$ cat config.mk
export PLATFORM = sky130hd
export DESIGN_NAME = psd_div_cell
export DESIGN_NICKNAME = d
export VERILOG_FILES = /design/src/hdl/psd_pkg.sv /design/src/hdl/psd_div_cell.sv
export SDC_FILE = /design/constraint.sdc
export NUM_CORES = 1
export LEC_CHECK = 0
export BUFFER_PORTS_ARGS = -buffer_cell sky130_fd_sc_hd__buf_2
export CORE_AREA = 2 2 277 279
export DETAILED_ROUTE_END_ITERATION = 7
export DIE_AREA = 0 0 279 281
export PLACE_DENSITY = 0.5
export SETUP_SLACK_MARGIN = 0.3
export SYNTH_ARGS = -nofsm -noshare
export SYNTH_HDL_FRONTEND = slang
export SYNTH_SLANG_ARGS = --single-unit
export TNS_END_PERCENT = 1
$ cat constraint.sdc
create_clock -name clk -period 1 [get_ports clk]
set_input_delay 0.05 -clock clk [delete_from_list [all_inputs] [get_ports clk]]
set_output_delay 0.05 -clock clk [all_outputs]
set_load 0.05 [all_outputs]
$ cat src/hdl/psd_pkg.sv
`timescale 1ns / 1ps
// psd_pkg: shared types for the point to segment distance pipeline
// no dependencies; used by the divider cell and the top level

package psd_pkg;

	// how the projection factor is formed for one beat
	typedef enum logic [1:0] {
		MODE_ZERO = 2'd0,
		MODE_FULL = 2'd1,
		MODE_DIV  = 2'd2
	} mode_t;

endpackage

$ cat src/hdl/psd_div_cell.sv
`timescale 1ns / 1ps
// psd_div_cell: one restoring division step, one quotient bit per cell
// depends on psd_pkg

module psd_div_cell #(
	parameter int LW   = 68,
	parameter int QW   = 16,
	parameter int SIDE = 198
) (
	input  logic                  clk,
	input  logic                  arst_n,
	input  logic                  en,
	input  logic                  valid_i,
	input  psd_pkg::mode_t        mode_i,
	input  logic [LW-1:0]         len2_i,
	input  logic [LW-1:0]         rem_i,
	input  logic [QW-1:0]         quo_i,
	input  logic [SIDE-1:0]       side_i,
	output logic                  valid_o,
	output psd_pkg::mode_t        mode_o,
	output logic [LW-1:0]         len2_o,
	output logic [LW-1:0]         rem_o,
	output logic [QW-1:0]         quo_o,
	output logic [SIDE-1:0]       side_o
);

	logic                 valid_q;
	psd_pkg::mode_t       mode_q;
	logic [LW-1:0]        len2_q;
	logic [LW-1:0]        rem_q;
	logic [QW-1:0]        quo_q;
	logic [SIDE-1:0]      side_q;
	logic [LW:0]          rem2;
	logic [LW:0]          diff;
	logic                 ge;

	// shift remainder and trial subtract
	always_comb begin
		rem2 = {rem_i, 1'b0};
		diff = rem2 - {1'b0, len2_i};
		ge   = (rem2 >= {1'b0, len2_i});
	end

	// control
	always_ff @(posedge clk or negedge arst_n) begin
		if (!arst_n) begin
			valid_q <= 1'b0;
		end else if (en) begin
			valid_q <= valid_i;
		end
	end

	// payload
	always_ff @(posedge clk) begin
		if (en) begin
			mode_q <= mode_i;
			len2_q <= len2_i;
			rem_q  <= ge ? diff[LW-1:0] : rem2[LW-1:0];
			quo_q  <= {quo_i[QW-2:0], ge};
			side_q <= side_i;
		end
	end

	assign valid_o = valid_q;
	assign mode_o  = mode_q;
	assign len2_o  = len2_q;
	assign rem_o   = rem_q;
	assign quo_o   = quo_q;
	assign side_o  = side_q;

endmodule

==> load_flow_metrics.sql <==
INSERT INTO impl_metrics (metric_group, metric, value, unit) VALUES
('run_status', 'status', 'finished, violations left', ''),
('run_status', 'failed_checks', 'hold timing, setup timing', ''),
('pwr', 'intPower', '34400', 'uW'),
('synth', 'synthTopCellsByArea', 'sky130_fd_sc_hd__edfxtp_1 67%, sky130_fd_sc_hd__ha_1 5.4%, sky130_fd_sc_hd__a21oi_1 4.1%', ''),
('synth', 'synthArstFlopShare', '0.283', '%'),
('synth', 'cell_area_after_technology_mapping', '15700', 'sq um'),
('clock_tree', 'cts.root.buffer_cell', 'sky130_fd_sc_hd__clkbuf_16', ''),
('placed_design', 'routabilityCongestion', '0.828', ''),
('final_layout', 'instances_no_fill', '3687', ''),
('timing', 'unrepaired_setup_endpoints_after_global_routing', 'true', ''),
('routing', 'wl_per_cell', '22.7', 'um'),
('clock_tree', 'htree_num_levels', '2', ''),
('pwr', 'power_density', '1630', 'nW/um^2'),
('synth', 'primary_ff_master_synth', 'sky130_fd_sc_hd__edfxtp_1', ''),
('worst_setup_path', 'cp.required', '1.33', 'ns'),
('routing', 'drt-vias-per-instance', '4.29', ''),
('worst_setup_path', 'worst_setup_path_start_kind', 'input port', ''),
('clock_tree', 'max-clock-path-buffers', '3', ''),
('final_layout', 'final_nets', '3092', ''),
('timing', 'max_slew.worst_pin.slew', '0.456', 'ns'),
('pwr', 'power_switching_share', '34.1', '%'),
('synth', 'synthDistinctLibCells', '63', ''),
('timing', 'maxSlewViolCount', '0', ''),
('synth', 'ys_ff_latch', '353', ''),
('worst_setup_path', 'worstReg2RegEnd', 'valid_o', ''),
('final_layout', 'multi_input_area', '6000', 'sq um'),
('worst_hold_path', 'hold_path_depth', '1', ''),
('worst_setup_path', 'timing.critical_path.fanout_max', '3', ''),
('timing', 'post-route-worst-setup-slack', '-1.29', 'ns'),
('clock_tree', 'hold_buffers', '348', ''),
('floorplan', 'floorplan.die.height', '281', 'um'),
('routing', 'drc_errors', '0', ''),
('floorplan', 'die-width', '279', 'um'),
('global_route', 'grt_first_pass_wirelength', '114000', 'um'),
('timing', 'finalHoldWorstSlack', '-0.317', 'ns'),
('placed_design', 'io_buffer_count', '707', ''),
('floorplan', 'initial_utilization', '20.8', '%'),
('global_route', 'grt_util_overall', '20.1', '%'),
('pwr', 'seq_power_share', '35.9', '%'),
('timing', 'final-setup-viol-count', '422', ''),
('synth', 'synth_top_area_share', '67.4', '%'),
('worst_setup_path', 'critical_path_endpoint_category', 'register', ''),
('final_layout', 'syn2layout_area_growth', '104', '%'),
('global_route', 'grt_pass1_vias', '16755', ''),
('global_route', 'grt_util_met1', '21.0', '%'),
('clock_tree', 'cts_num_sinks', '353', ''),
('pwr', 'power.share.clock', '30.0', '%'),
('timing', 'hold_viol_final', '32', ''),
('final_layout', 'post_route_cells_drive_above_1_share', '52.2', '%'),
('worst_setup_path', 'timing_worst_setup_path_type', 'input port to register', ''),
('worst_setup_path', 'setup_slack_of_the_most_critical_reg_to_reg_path', '0.23', 'ns'),
('routing', 'drt.antenna.violating_nets', '0', ''),
('timing', 'maxSlewHeadroom', '68.8', '%'),
('global_route', 'grt_use_met2', '37.1', '%'),
('synth', 'synth_edf_count', '352', ''),
('synth', 'post_syn_instances', '1201', ''),
('routing', 'detailedRoute.firstIterationViolations', '782', ''),
('final_layout', 'layout.cells.most_common_list', '396 x sky130_fd_sc_hd__buf_2, 380 x sky130_fd_sc_hd__buf_4, 352 x sky130_fd_sc_hd__edfxtp_1', ''),
('synth', 'syn_area_per_cell', '13.1', 'sq um'),
('global_route', 'grt_antenna_before_repair', '21', ''),
('clock_tree', 'cts_buffers', '43', ''),
('floorplan', 'core_region_area', '75400', 'sq um'),
('worst_hold_path', 'min-delay-start', 'len2_i[1]', ''),
('global_route', 'maximum_number_of_pins_on_one_net_before_global_route_repair', '41', ''),
('pwr', 'power.share.combinational', '34.1', '%'),
('global_route', 'use_met3', '6.33', '%'),
('global_route', 'globalRoute.totalOverflow', '0', ''),
('timing', 'fin_skew', '0', 'ns'),
('clock_tree', 'cts_tree', 'done', ''),
('worst_setup_path', 'worst-endpoint-arrival', '2.62', 'ns'),
('clock_tree', 'clock_latency', '0.57', 'ns');
[through the flow]
step	total power, uW	setup WS, ns	cell area, sq um	TNS, ns
finish	52200	-1.29	32000	-155.42
global placement	32600	-2.37	23400	-144.39
global route	54200	-1.38	32000	-177.75
floorplan	26600	-1.47	16000	-97.58
CTS	51900	-1.31	30900	-166.45
detailed placement	32600	-2.39	23400	-144.61
[cell usage after synthesis (6+ instances only)]
master,number
sky130_fd_sc_hd__edfxtp_1,352
sky130_fd_sc_hd__a21oi_1,130
sky130_fd_sc_hd__nor2_1,105
sky130_fd_sc_hd__nand2_1,87
sky130_fd_sc_hd__inv_1,86
sky130_fd_sc_hd__ha_1,68
sky130_fd_sc_hd__o21ai_0,58
sky130_fd_sc_hd__xnor2_1,32
sky130_fd_sc_hd__xor2_1,29
sky130_fd_sc_hd__clkbuf_1,26
sky130_fd_sc_hd__nand4_1,26
sky130_fd_sc_hd__a21o_1,25
sky130_fd_sc_hd__nor3_1,15
sky130_fd_sc_hd__buf_2,14
sky130_fd_sc_hd__o21a_1,14
sky130_fd_sc_hd__o21bai_1,12
sky130_fd_sc_hd__nand3_1,11
sky130_fd_sc_hd__a211oi_1,10
sky130_fd_sc_hd__and2_1,9
sky130_fd_sc_hd__nand2b_1,8
sky130_fd_sc_hd__a31oi_1,7
sky130_fd_sc_hd__and3_1,7
sky130_fd_sc_hd__nor4_1,7
sky130_fd_sc_hd__o31ai_1,6
[critical path, cell delays in order]
cell and delay [ns]:
sky130_fd_sc_hd__buf_4 0.13, sky130_fd_sc_hd__ha_4 0.25, sky130_fd_sc_hd__buf_6 0.12, sky130_fd_sc_hd__nand4_1 0.13, sky130_fd_sc_hd__buf_4 0.14, sky130_fd_sc_hd__nor2_1 0.03
sky130_fd_sc_hd__a222oi_1 0.30, sky130_fd_sc_hd__or3b_4 0.43, sky130_fd_sc_hd__a21oi_4 0.24, sky130_fd_sc_hd__buf_6 0.15, sky130_fd_sc_hd__nor4bb_2 0.04, sky130_fd_sc_hd__or3_1 0.37
sky130_fd_sc_hd__xnor2_1 0.17, sky130_fd_sc_hd__a21oi_1 0.09
[power by group through the flow]
stage / registers (uW) / clock network (uW) / logic, uW
2_1_floorplan: 23600 / 0 / 3050
3_3_place_gp: 18700 / 0 / 13900
3_5_place_dp: 18700 / 0 / 13900
4_1_cts: 18700 / 16100 / 17100
5_1_grt: 18900 / 16600 / 18700
6_report: 18700 / 15700 / 17800
[logic make-up after synthesis]
kind of cell    Yosys count  synth area share [%]
simple gates            293                  8.58
flops                   353                  67.6
mux                       2                 0.136
xor+xnor                 61                  3.41
fa+ha+maj                69                  5.55
buf+inv                 127                  3.15
compound gates          296                  11.6
[how the worst max path moves through the flow]
| stage | startpoint | to |
|---|---|---|
| after floorplan | rem_i[27] | rem_o[64] |
| after global placement | len2_i[1] | rem_o[50] |
| after detailed placement | len2_i[1] | rem_o[50] |
| after CTS | len2_i[4] | rem_o[67] |
| after global routing | rem_i[33] | rem_o[43] |
| final | rem_i[33] | rem_o[43] |
[area by class of cell]
cell class,count,share of cell area (%)
flip-flops and latches,353,33.1
inverters,87,1.17
well taps,978,3.83
clock buffers,51,3.46
repair buffers,1459,38.7
clock inverters,25,0.810
diodes,11,0.0861
multi-input cells,721,18.8
repair inverters,2,0.0705
[flip-flops by register name, summed over array words and instances (netlist names)]
signal and cells:
rem_o 68, valid_o 1, mode_o 2, side_o 198, len2_o 68, quo_o 16
[what timing repair did]
item / in CTS / in global routing
endpoints found under the hold margin: 378 / 32
pin swaps: 62 / 45
gates resized for setup: 703 / 221
setup endpoints to repair: 423 / 424
setup buffers: 18 / 20
cloned: 1 / 6
[metal layers]
metal / vias to the layer above / share of wire (%)
met4: 16 / 4.4
met2: 529 / 52
met5: - / 0.12
met1: 7727 / 36
met3: 149 / 7.1
li1: 7403 / -
(Power assumes the default switching activity.)
