==> src/hdl/psd_sqrt_cell.sv <==
`timescale 1ns / 1ps
// psd_sqrt_cell: one digit-by-digit square root step, one root bit per cell
// no dependencies

module psd_sqrt_cell #(
	parameter int SW = 68,
	parameter int RB = 34
) (
	input  logic          clk,
	input  logic          arst_n,
	input  logic          en,
	input  logic          valid_i,
	input  logic [SW-1:0] rad_i,
	input  logic [RB+1:0] rem_i,
	input  logic [RB-1:0] root_i,
	output logic          valid_o,
	output logic [SW-1:0] rad_o,
	output logic [RB+1:0] rem_o,
	output logic [RB-1:0] root_o
);

	logic          valid_q;
	logic [SW-1:0] rad_q;
	logic [RB+1:0] rem_q;
	logic [RB-1:0] root_q;
	logic [RB+1:0] rem_n;
	logic [RB+1:0] trial;
	logic          ge;

	// bring down the next two radicand bits and try the next root bit
	always_comb begin
		rem_n = {rem_i[RB-1:0], rad_i[SW-1:SW-2]};
		trial = {root_i, 2'b01};
		ge    = (rem_n >= trial);
	end

	// control
	always_ff @(posedge clk or negedge arst_n) begin
		if (!arst_n) begin
			valid_q <= 1'b0;
		end else if (en) begin
			valid_q <= valid_i;
		end
	end

	// payload
	always_ff @(posedge clk) begin
		if (en) begin
			rad_q  <= {rad_i[SW-3:0], 2'b00};
			rem_q  <= ge ? (rem_n - trial) : rem_n;
			root_q <= {root_i[RB-2:0], ge};
		end
	end

	assign valid_o = valid_q;
	assign rad_o   = rad_q;
	assign rem_o   = rem_q;
	assign root_o  = root_q;

endmodule
==> config.mk <==
export PLATFORM = sky130hd
export DESIGN_NAME = psd_sqrt_cell
export DESIGN_NICKNAME = d
export VERILOG_FILES = /design/src/hdl/psd_sqrt_cell.sv
export SDC_FILE = /design/constraint.sdc
export NUM_CORES = 1
export LEC_CHECK = 0
export BUFFER_PORTS_ARGS = -buffer_cell sky130_fd_sc_hd__buf_2
export CORE_MARGIN = 3
export CORE_UTILIZATION = 53
export CTS_BUF_LIST = sky130_fd_sc_hd__clkbuf_4 sky130_fd_sc_hd__clkbuf_8 sky130_fd_sc_hd__clkbuf_16
export CTS_CLUSTER_SIZE = 40
export DETAILED_ROUTE_END_ITERATION = 8
export PLACE_DENSITY = 0.87
export SLEW_MARGIN = 20
export SYNTH_ARGS = -nofsm -noshare
export SYNTH_HDL_FRONTEND = slang
export SYNTH_SLANG_ARGS = --single-unit
==> constraint.sdc <==
create_clock -name clk -period 1.8 [get_ports clk]
set_input_delay 0.36 -clock clk [delete_from_list [all_inputs] [get_ports clk]]
set_output_delay 0.36 -clock clk [all_outputs]
set_load 0.01 [all_outputs]
==> flow_metrics.env, run 1 <==
export IMPL_drcViolationCount=0
export IMPL_core_area_mm2=0.0127
export IMPL_synth_compound_area_share=0.117
export IMPL_grt_ovfl_total=0
export IMPL_htreeDepth=4
export IMPL_grt_pass1_wl_um=36800
export IMPL_critPathRequiredTime_ns=1.99
export IMPL_max_cap_viol_count=0
export IMPL_die_w_um=120
export IMPL_cts_root_buf="clkbuf_16"
export IMPL_setup_tns_ns=-36.16
export IMPL_wire_per_inst_um=27.2
export IMPL_p_sw_frac=0.297
export IMPL_ys_ff_latch=137
export IMPL_yosys_top_cells_area="edfxtp_1 (59%), ha_1 (6.5%), mux2_4 (5.0%)"
export IMPL_holdWs_ns=0.0910
export IMPL_first_pass_iters=6
export IMPL_tightest_slew_ns=0.682
export IMPL_finalCritPeriodShare=1.60
export IMPL_drive_gt1_frac=0.642
export IMPL_clockPowerShare=0.334
export IMPL_areaGrowthSynthToFinish_pct=64.9
export IMPL_drtIter0Drc=1014
export IMPL_reg2reg_depth=1
export IMPL_ios=281
export IMPL_r2r_setup_slack_ns=1.05
export IMPL_cp_cell_sequence="buf_8 > inv_6 > ha_4 > buf_6 > nand4_1 > nor4_4 > a31oi_4 > nand2_2 > o21ai_2 > o21a_4 > inv_8 > buf_12 > buf_12 > mux2_4"
export IMPL_place_ws_ns=-0.949
export IMPL_p_per_area_mw_per_mm2=952
export IMPL_setup_viol=37
export IMPL_synthAdderAreaFrac=0.0651
export IMPL_antenna_cells=0
export IMPL_synth_edff_count=136
export IMPL_syn_cell_area_mm2=0.00692
export IMPL_ys_flop_type="edfxtp_1"
export IMPL_postSynthCellCount=529
export IMPL_core_rowCount=41
export IMPL_dieArea_mm2=0.0145
export IMPL_slowest_delay_ns=0.58
export IMPL_path_common_cell="buf_12"
export IMPL_cp_max_fo=5
export IMPL_cts_tree="built"
export IMPL_start_util=0.546
export IMPL_rsz0062_at_grt="yes"
export IMPL_max_slew_margin=0.545
export IMPL_antenna_found_initial=0
export IMPL_hold_path_class="input pin to register"
export IMPL_die_h_um=120
export IMPL_final_antenna_net_count=0
export IMPL_comb_power_share=0.300
export IMPL_switchingPower_mw=3.22
export IMPL_internal_power_mw=7.64
export IMPL_p_leak_nw=5.01
export IMPL_cp_start_kind="input pin"
export IMPL_routed_wl_um=31100
export IMPL_ys_warn_count=0
export IMPL_peakVddDrop_uv=686
export IMPL_period_needed_ns=2.88
export IMPL_cts_buffers=17
export IMPL_slew_violations=0
export IMPL_timing_final_ws_setup_ns=-1.08
export IMPL_yosys_area_share_simple=0.0722
export IMPL_crit_arrival_ns=3.06
export IMPL_clk_pin_slew_ns=0.07
export IMPL_gp_congestion=0.911
export IMPL_holdPathStages=1
export IMPL_portBuffers=276
export IMPL_crit_slowest_cell="nor4_4"
export IMPL_status="finished, violations left"
export IMPL_vias=7199
export IMPL_synth_top_area_cell="edfxtp_1"
export IMPL_hold_violations=0
export IMPL_hpwlAfterDp_um=15900
export IMPL_drt_vias_per_instance=6.29
export IMPL_first_global_vias=6842
export IMPL_synth_top_family_by_area="compound AO/OA/AOI/OAI gates"
export IMPL_cp_end_kind="register"
export IMPL_grt_max_degree=34
export IMPL_grt_util_all_layers=0.339
export IMPL_worstSetupPathType="input pin to register"
export IMPL_fin_nets=1137
export IMPL_synth_top_area_share=0.591
export IMPL_fmax_ghz=0.347
export IMPL_clock_sinks=137
export IMPL_finClkSkew_ns=0
export IMPL_synth_seq_area_share=0.594
export IMPL_clk_insertion_delay_late_ns=0.43
export IMPL_postPlaceCellArea_mm2=0.00959
export IMPL_async_reset_ff_frac=0.00730
export IMPL_synth_xor_area_frac=0.0405
export IMPL_ys_types=66
export IMPL_design_area_mm2=0.0114
export IMPL_muxShareOfSynthArea=0.0644
export IMPL_p_seq_frac=0.366
export IMPL_power_total_mw=10.9
export IMPL_violations="setup timing"
export IMPL_synth_area_per_cell_um2=13.1
export IMPL_clk_path_buf_depth=2
[path summary, 6_finish.rpt]
| kind | from | end |
|---|---|---|
| max in group asynchronous | arst_n | valid_o |
| max reg2reg | valid_o | valid_o |
| min reg2reg | valid_o | valid_o |
| min in group asynchronous | arst_n | valid_o |
| max | root_i[1] | rem_o[23] |
| min | root_i[0] | root_o[1] |
[cells by family after synthesis]
logic type | Yosys count
other | 1
AND/OR/NAND/NOR | 105
multiplexers | 32
flip-flops | 137
XOR/XNOR | 32
buffers and inverters | 70
adder cells (fa/ha/maj) | 36
AO/OA/AOI/OAI | 116
[registers in the layout (all words and copies together), names as in the netlist]
name / count
rem_o: 36
valid_o: 1
rad_o: 66
root_o: 34
[metal layers]
layer  GRT usage  vias to the layer above  part of all wire
met3      0.0842                      288              0.12
li1            -                     2834                 -
met2       0.616                      737              0.49
met4       0.222                        0              0.10
met5           0                        -                 0
met1       0.343                     3340              0.29
[per-stage QoR]
step	utilization	cells
after CTS	0.861	1134
final	0.900	1144
after global placement	0.757	1071
after global routing	0.900	1144
after floorplan	-	530
after detailed placement	0.757	1071
[cell type report]
class | count | area (um2)
Clock buffer | 20 | 448
Clock inverter | 12 | 149
Fill cell | 459 | 1270
Inverter | 47 | 226
Multi-Input combinational cell | 323 | 3320
Sequential cell | 137 | 4110
Tap cell | 172 | 215
Timing Repair Buffer | 432 | 2920
Timing Repair inverter | 1 | 8.76
[repair_timing]
action	4_1_cts	5_1_grt
gates resized for setup	109	96
setup endpoints to repair	37	37
cloned	3	0
hold buffers	1	0
pin swaps	35	34
endpoints found under the hold margin	1	0
setup buffers	28	14
[cells in the mapped netlist (2+ instances only)]
cell	number
edfxtp_1	136
nand2_1	40
o211ai_1	3
buf_2	10
a21oi_1	37
mux2_2	8
xnor2_1	21
o21bai_1	6
nand4_1	10
o31ai_1	3
xor2_1	11
a31oi_1	4
buf_4	2
nor4_1	2
nor3_1	7
or4_1	2
nor2_1	24
nand2b_1	2
buf_6	4
ha_1	36
mux2_4	23
o21ai_1	3
a21o_1	5
clkbuf_1	7
a41oi_1	2
nand3_1	7
o21ai_0	24
a2111oi_0	3
inv_1	46
and2_1	2
o21a_1	4
[cells in the final DEF, fill, tap and decap left out, drive strengths merged, types with 3 or more instances in the layout]
master / n
o31ai: 4
nand3: 7
o21bai: 6
nor3: 8
a2111oi: 4
a31oi: 5
nand4: 10
clkinv: 5
a21o: 5
inv: 50
edfxtp: 136
o21ai: 29
bufinv: 3
buf: 431
nand2: 40
o211ai: 3
nor2: 24
mux2: 31
ha: 36
a21oi: 38
a41oi: 3
xor2: 11
xnor2: 21
clkbuf: 20
o21a: 5
[power by group through the flow]
stage	combinational [mW]	sequential (mW)	clock, mW
floorplan	1.08	4.19	0
global placement	2.29	4.01	0
detailed placement	2.35	4.02	0
CTS	2.72	3.96	3.58
global route	3.35	3.99	3.78
finish	3.26	3.97	3.63
[critical path, delay by kind of cell]
family                     cells  cell delay, ns
adders and majority gates      1            0.31
and+or+nand+nor                3            1.01
AOI/OAI and AO/OA              3            0.47
buffers and inverters          6            0.58
muxes                          1            0.31
Power figures use the tool's default switching activity.
==> run 2, diff against run 1 <==
- CORE_UTILIZATION: 53 -> 44
- CTS_CLUSTER_DIAMETER: unset -> 50
- PLACE_DENSITY: 0.87 -> 0.77
- RECOVER_POWER: unset -> 100
- clock period: 1.8 -> 2.46 ns (I/O delays scaled with it)
==> flow_metrics.env, run 2 (synthesis results as in run 1) <==
export IMPL_critPathRequiredTime_ns=2.64
export IMPL_utilization=0.693
export IMPL_crit_arrival_ns=2.66
export IMPL_cp_end_kind="register"
export IMPL_finClkSkew_ns=0
export IMPL_cp_start_kind="input pin"
export IMPL_rsz0062_at_grt="yes"
export IMPL_final_common_cell="buf_2"
export IMPL_dp_cells=1102
export IMPL_finalCritPeriodShare=1.01
export IMPL_drtIter0Drc=387
export IMPL_cts_tree="built"
export IMPL_period_needed_ns=2.48
export IMPL_hpwlAfterDp_um=14700
export IMPL_clk_path_buf_depth=2
export IMPL_grt_util_all_layers=0.218
export IMPL_htreeDepth=4
export IMPL_final_antenna_net_count=0
export IMPL_drive_gt1_frac=0.561
export IMPL_worstSetupPathType="input pin to register"
export IMPL_die_h_um=131
export IMPL_grt_max_degree=52
export IMPL_violations="setup timing"
export IMPL_holdWs_ns=0.238
export IMPL_core_area_mm2=0.0153
export IMPL_final_cells=1157
export IMPL_design_area_mm2=0.0106
export IMPL_hold_path_class="input pin to register"
export IMPL_cts_root_buf="clkbuf_16"
export IMPL_fin_nets=1111
export IMPL_vias=5837
export IMPL_setup_viol=2
export IMPL_drcViolationCount=0
export IMPL_first_pass_iters=5
export IMPL_start_util=0.452
export IMPL_slew_violations=0
export IMPL_clock_sinks=137
export IMPL_grt_pass1_wl_um=29400
export IMPL_grt_ovfl_total=0
export IMPL_p_leak_nw=4.66
export IMPL_core_rowCount=45
export IMPL_status="finished, violations left"
export IMPL_largest_reg_flops=66
export IMPL_fmax_ghz=0.403
export IMPL_routed_wl_um=19800
export IMPL_postPlaceCellArea_mm2=0.00957
export IMPL_cts_buffers=17
export IMPL_areaGrowthSynthToFinish_pct=53.4
export IMPL_first_global_vias=5752
export IMPL_antenna_found_initial=0
export IMPL_max_cap_viol_count=0
export IMPL_hold_violations=0
export IMPL_final_cell_mix="buf_2 (261), edfxtp_1 (136), buf_4 (125)"
export IMPL_clk_insertion_delay_late_ns=0.42
export IMPL_antenna_cells=0
export IMPL_tightest_slew_ns=0.542
export IMPL_clk_pin_slew_ns=0.06
export IMPL_power_total_mw=7.46
export IMPL_portBuffers=276
export IMPL_ios=281
export IMPL_peakVddDrop_uv=442
export IMPL_max_slew_margin=0.639
export IMPL_dieArea_mm2=0.0173
export IMPL_gp_congestion=0.871
export IMPL_drt_vias_per_instance=5.04
export IMPL_p_per_area_mw_per_mm2=703
export IMPL_die_w_um=131
export IMPL_wire_per_inst_um=17.1
export IMPL_timing_final_ws_setup_ns=-0.0228
export IMPL_cp_max_fo=7
[run 2: metal layers]
layer	track usage	vias up	routed length (um)
met5	0	-	0
met4	0.0875	0	486
met3	0.0567	34	1470
met2	0.393	275	10600
met1	0.244	2749	7260
li1	-	2779	-
[run 2: critical path, stage by stage]
cell and delay (ns):
buf_2 0.12, ha_4 0.25, buf_4 0.15, a21oi_4 0.17, o221ai_1 0.17, a41o_4 0.31
a31oi_4 0.15, o21a_4 0.21, clkinv_8 0.10, buf_8 0.14, buf_4 0.12, mux2_2 0.26
[run 2: per-stage QoR]
stage,setup TNS (ns),setup WS (ns)
6_report,-0.0436,-0.0228
5_1_grt,-0.825,-0.0902
4_1_cts,0,0.00400
3_5_place_dp,-16.95,-0.526
3_3_place_gp,-16.25,-0.498
2_1_floorplan,-3.20,-0.130
[run 2: final timing paths]
path / from / to / slack, ns / depth (start not counted)
worst max-delay path: rem_i[5] / rem_o[6] / -0.02 / 12
worst min-delay path: rad_i[19] / rad_o[21] / 0.24 / 1
worst max register to register: valid_o / valid_o / 1.69 / 1
worst min register to register: valid_o / valid_o / 0.54 / 1
max in group asynchronous: arst_n / valid_o / 1.98 / 2
min in group asynchronous: arst_n / valid_o / 0.39 / 2
[run 2: what timing repair did]
item                                   4_1_cts  5_1_grt
setup buffers                                6       17
gates resized for setup                      3       51
pin swaps                                    9       30
cloned                                       0        0
endpoints found under the hold margin        1        0
setup endpoints to repair                   25       28
hold buffers                                 1        0
[run 2: report_power, final]
group / internal [mW] / switching, mW / total [mW]
logic: 0.945 / 0.905 / 1.85
clock network: 1.64 / 1.08 / 2.72
registers: 2.84 / 0.0553 / 2.89
[run 2: area by class of cell]
cell class / count / area (um2)
clock buffers: 18 / 433
clock inverters: 14 / 186
fillers: 1108 / 4710
inverters: 47 / 226
multi-input cells: 323 / 2920
flip-flops and latches: 137 / 4110
well taps: 211 / 264
repair buffers: 407 / 2470
==> run 3, diff against run 2 <==
- CORE_ASPECT_RATIO: unset -> 0.9
==> flow_metrics.env, run 3 (synthesis results as in run 1) <==
export IMPL_status="finished, violations left"
export IMPL_violations="capacitance limit, slew limit"
export IMPL_wire_per_inst_um=17.5
export IMPL_die_h_um=125
export IMPL_design_area_mm2=0.0103
export IMPL_first_pass_iters=4
export IMPL_utilization=0.684
export IMPL_fin_nets=1105
export IMPL_fmax_ghz=0.412
export IMPL_tightest_slew_ns=1.86
export IMPL_cp_max_fo=5
export IMPL_routed_wl_um=20000
export IMPL_postPlaceCellArea_mm2=0.00965
export IMPL_start_util=0.460
export IMPL_antenna_found_initial=1
export IMPL_portBuffers=276
export IMPL_cts_buffers=17
export IMPL_hold_violations=0
export IMPL_hpwlAfterDp_um=15300
export IMPL_final_common_cell="clkbuf_1"
export IMPL_crit_slowest_cell="a311oi_1"
export IMPL_setup_viol=0
export IMPL_holdWs_ns=0.249
export IMPL_core_area_mm2=0.0150
export IMPL_ios=281
export IMPL_grt_pass1_wl_um=30100
export IMPL_largest_reg_flops=66
export IMPL_htreeDepth=4
export IMPL_setup_tns_ns=0
export IMPL_finClkSkew_ns=0
export IMPL_critPathRequiredTime_ns=2.62
export IMPL_slew_violations=31
export IMPL_peakVddDrop_uv=496
export IMPL_grt_util_all_layers=0.220
export IMPL_max_cap_viol_count=1
export IMPL_final_cell_mix="clkbuf_1 (146), edfxtp_1 (136), buf_2 (121)"
export IMPL_vias=5730
export IMPL_grt_max_degree=61
export IMPL_fill_cells=1141
export IMPL_cp_top_family="compound AO/OA/AOI/OAI gates"
export IMPL_grt_ovfl_total=0
export IMPL_clk_insertion_delay_late_ns=0.41
export IMPL_dieArea_mm2=0.0173
export IMPL_p_leak_nw=4.23
export IMPL_cts_root_buf="clkbuf_16"
export IMPL_drt_vias_per_instance=5.03
export IMPL_place_ws_ns=-0.484
export IMPL_first_global_vias=5743
export IMPL_cp_cell_sequence="buf_2 > inv_1 > ha_4 > a21oi_1 > buf_4 > o21ai_0 > or2_2 > o211ai_1 > buf_4 > a21oi_1 > a311oi_1 > o31ai_1"
export IMPL_worstSetupPathType="input pin to register"
export IMPL_drtIter0Drc=367
export IMPL_slowest_delay_ns=0.33
export IMPL_cp_end_kind="register"
export IMPL_drcViolationCount=0
export IMPL_core_rowCount=42
export IMPL_clock_sinks=137
export IMPL_clk_pin_slew_ns=0.06
export IMPL_cp_start_kind="input pin"
export IMPL_hold_path_class="input pin to register"
export IMPL_clk_path_buf_depth=2
export IMPL_crit_arrival_ns=2.59
export IMPL_r2r_setup_slack_ns=1.68
export IMPL_max_slew_margin=-0.238
export IMPL_drive_gt1_frac=0.405
export IMPL_cts_tree="built"
export IMPL_final_antenna_net_count=0
export IMPL_finalCritPeriodShare=0.986
export IMPL_timing_final_ws_setup_ns=0.0343
export IMPL_gp_congestion=0.903
export IMPL_die_w_um=138
export IMPL_period_needed_ns=2.43
export IMPL_areaGrowthSynthToFinish_pct=48.7
export IMPL_p_per_area_mw_per_mm2=701
export IMPL_critPathBufInv=4
[run 3: cell count changes in the layout (fill, tap and decap cells not counted), sizes merged]
cell,previous run,this run
bufinv,3,2
clkinvlp,2,1
buf,398,254
clkbuf,26,163
diode,0,1
clkinv,2,6
inv,54,53
[run 3: final timing paths]
path	end	cells past startpoint	from
worst max-delay path	rem_o[30]	12	root_i[9]
worst min-delay path	rad_o[47]	1	rad_i[45]
worst max register to register	valid_o	1	valid_o
worst min register to register	valid_o	1	valid_o
max in group asynchronous	valid_o	2	arst_n
min in group asynchronous	valid_o	2	arst_n
[run 3: power by group]
| group | switching [mW] | leakage, nW | internal, mW |
|---|---|---|---|
| Clock | 1.05 | 0.285 | 1.51 |
| Combinational | 0.893 | 2.61 | 0.856 |
| Sequential | 0.0623 | 1.34 | 2.84 |
[run 3: final cells by class]
class | instances | area [um2] | area share
Timing Repair Buffer | 401 | 2280 | 0.222
Tap cell | 198 | 248 | 0.0241
Clock buffer | 17 | 425 | 0.0414
Multi-Input combinational cell | 323 | 2840 | 0.276
Clock inverter | 15 | 163 | 0.0158
Inverter | 47 | 219 | 0.0213
Sequential cell | 137 | 4110 | 0.399
Antenna cell | 1 | 2.50 | 0.000243
[run 3: metal layers]
metal,GRT usage,share of wire,vias to the layer above
met2,0.396,0.52,224
met4,0.0511,0.011,0
met5,0,0,-
met1,0.260,0.40,2713
li1,-,-,2770
met3,0.0680,0.070,23
[run 3: timing repair]
| action | CTS | global route |
|---|---|---|
| cloned | 0 | 0 |
| hold buffers | 1 | 0 |
| pin swaps | 1 | 11 |
| gates resized for setup | 1 | 47 |
| endpoints found under the hold margin | 1 | 0 |
| endpoints found under the setup margin | 1 | 34 |
| buffers inserted | 0 | 7 |
[run 3: metrics by stage]
step | instances | power [mW]
after floorplan | 530 | 3.86
after global placement | 1098 | 4.63
after detailed placement | 1098 | 4.68
after CTS | 1131 | 7.25
after global routing | 1139 | 7.52
final | 1139 | 7.21
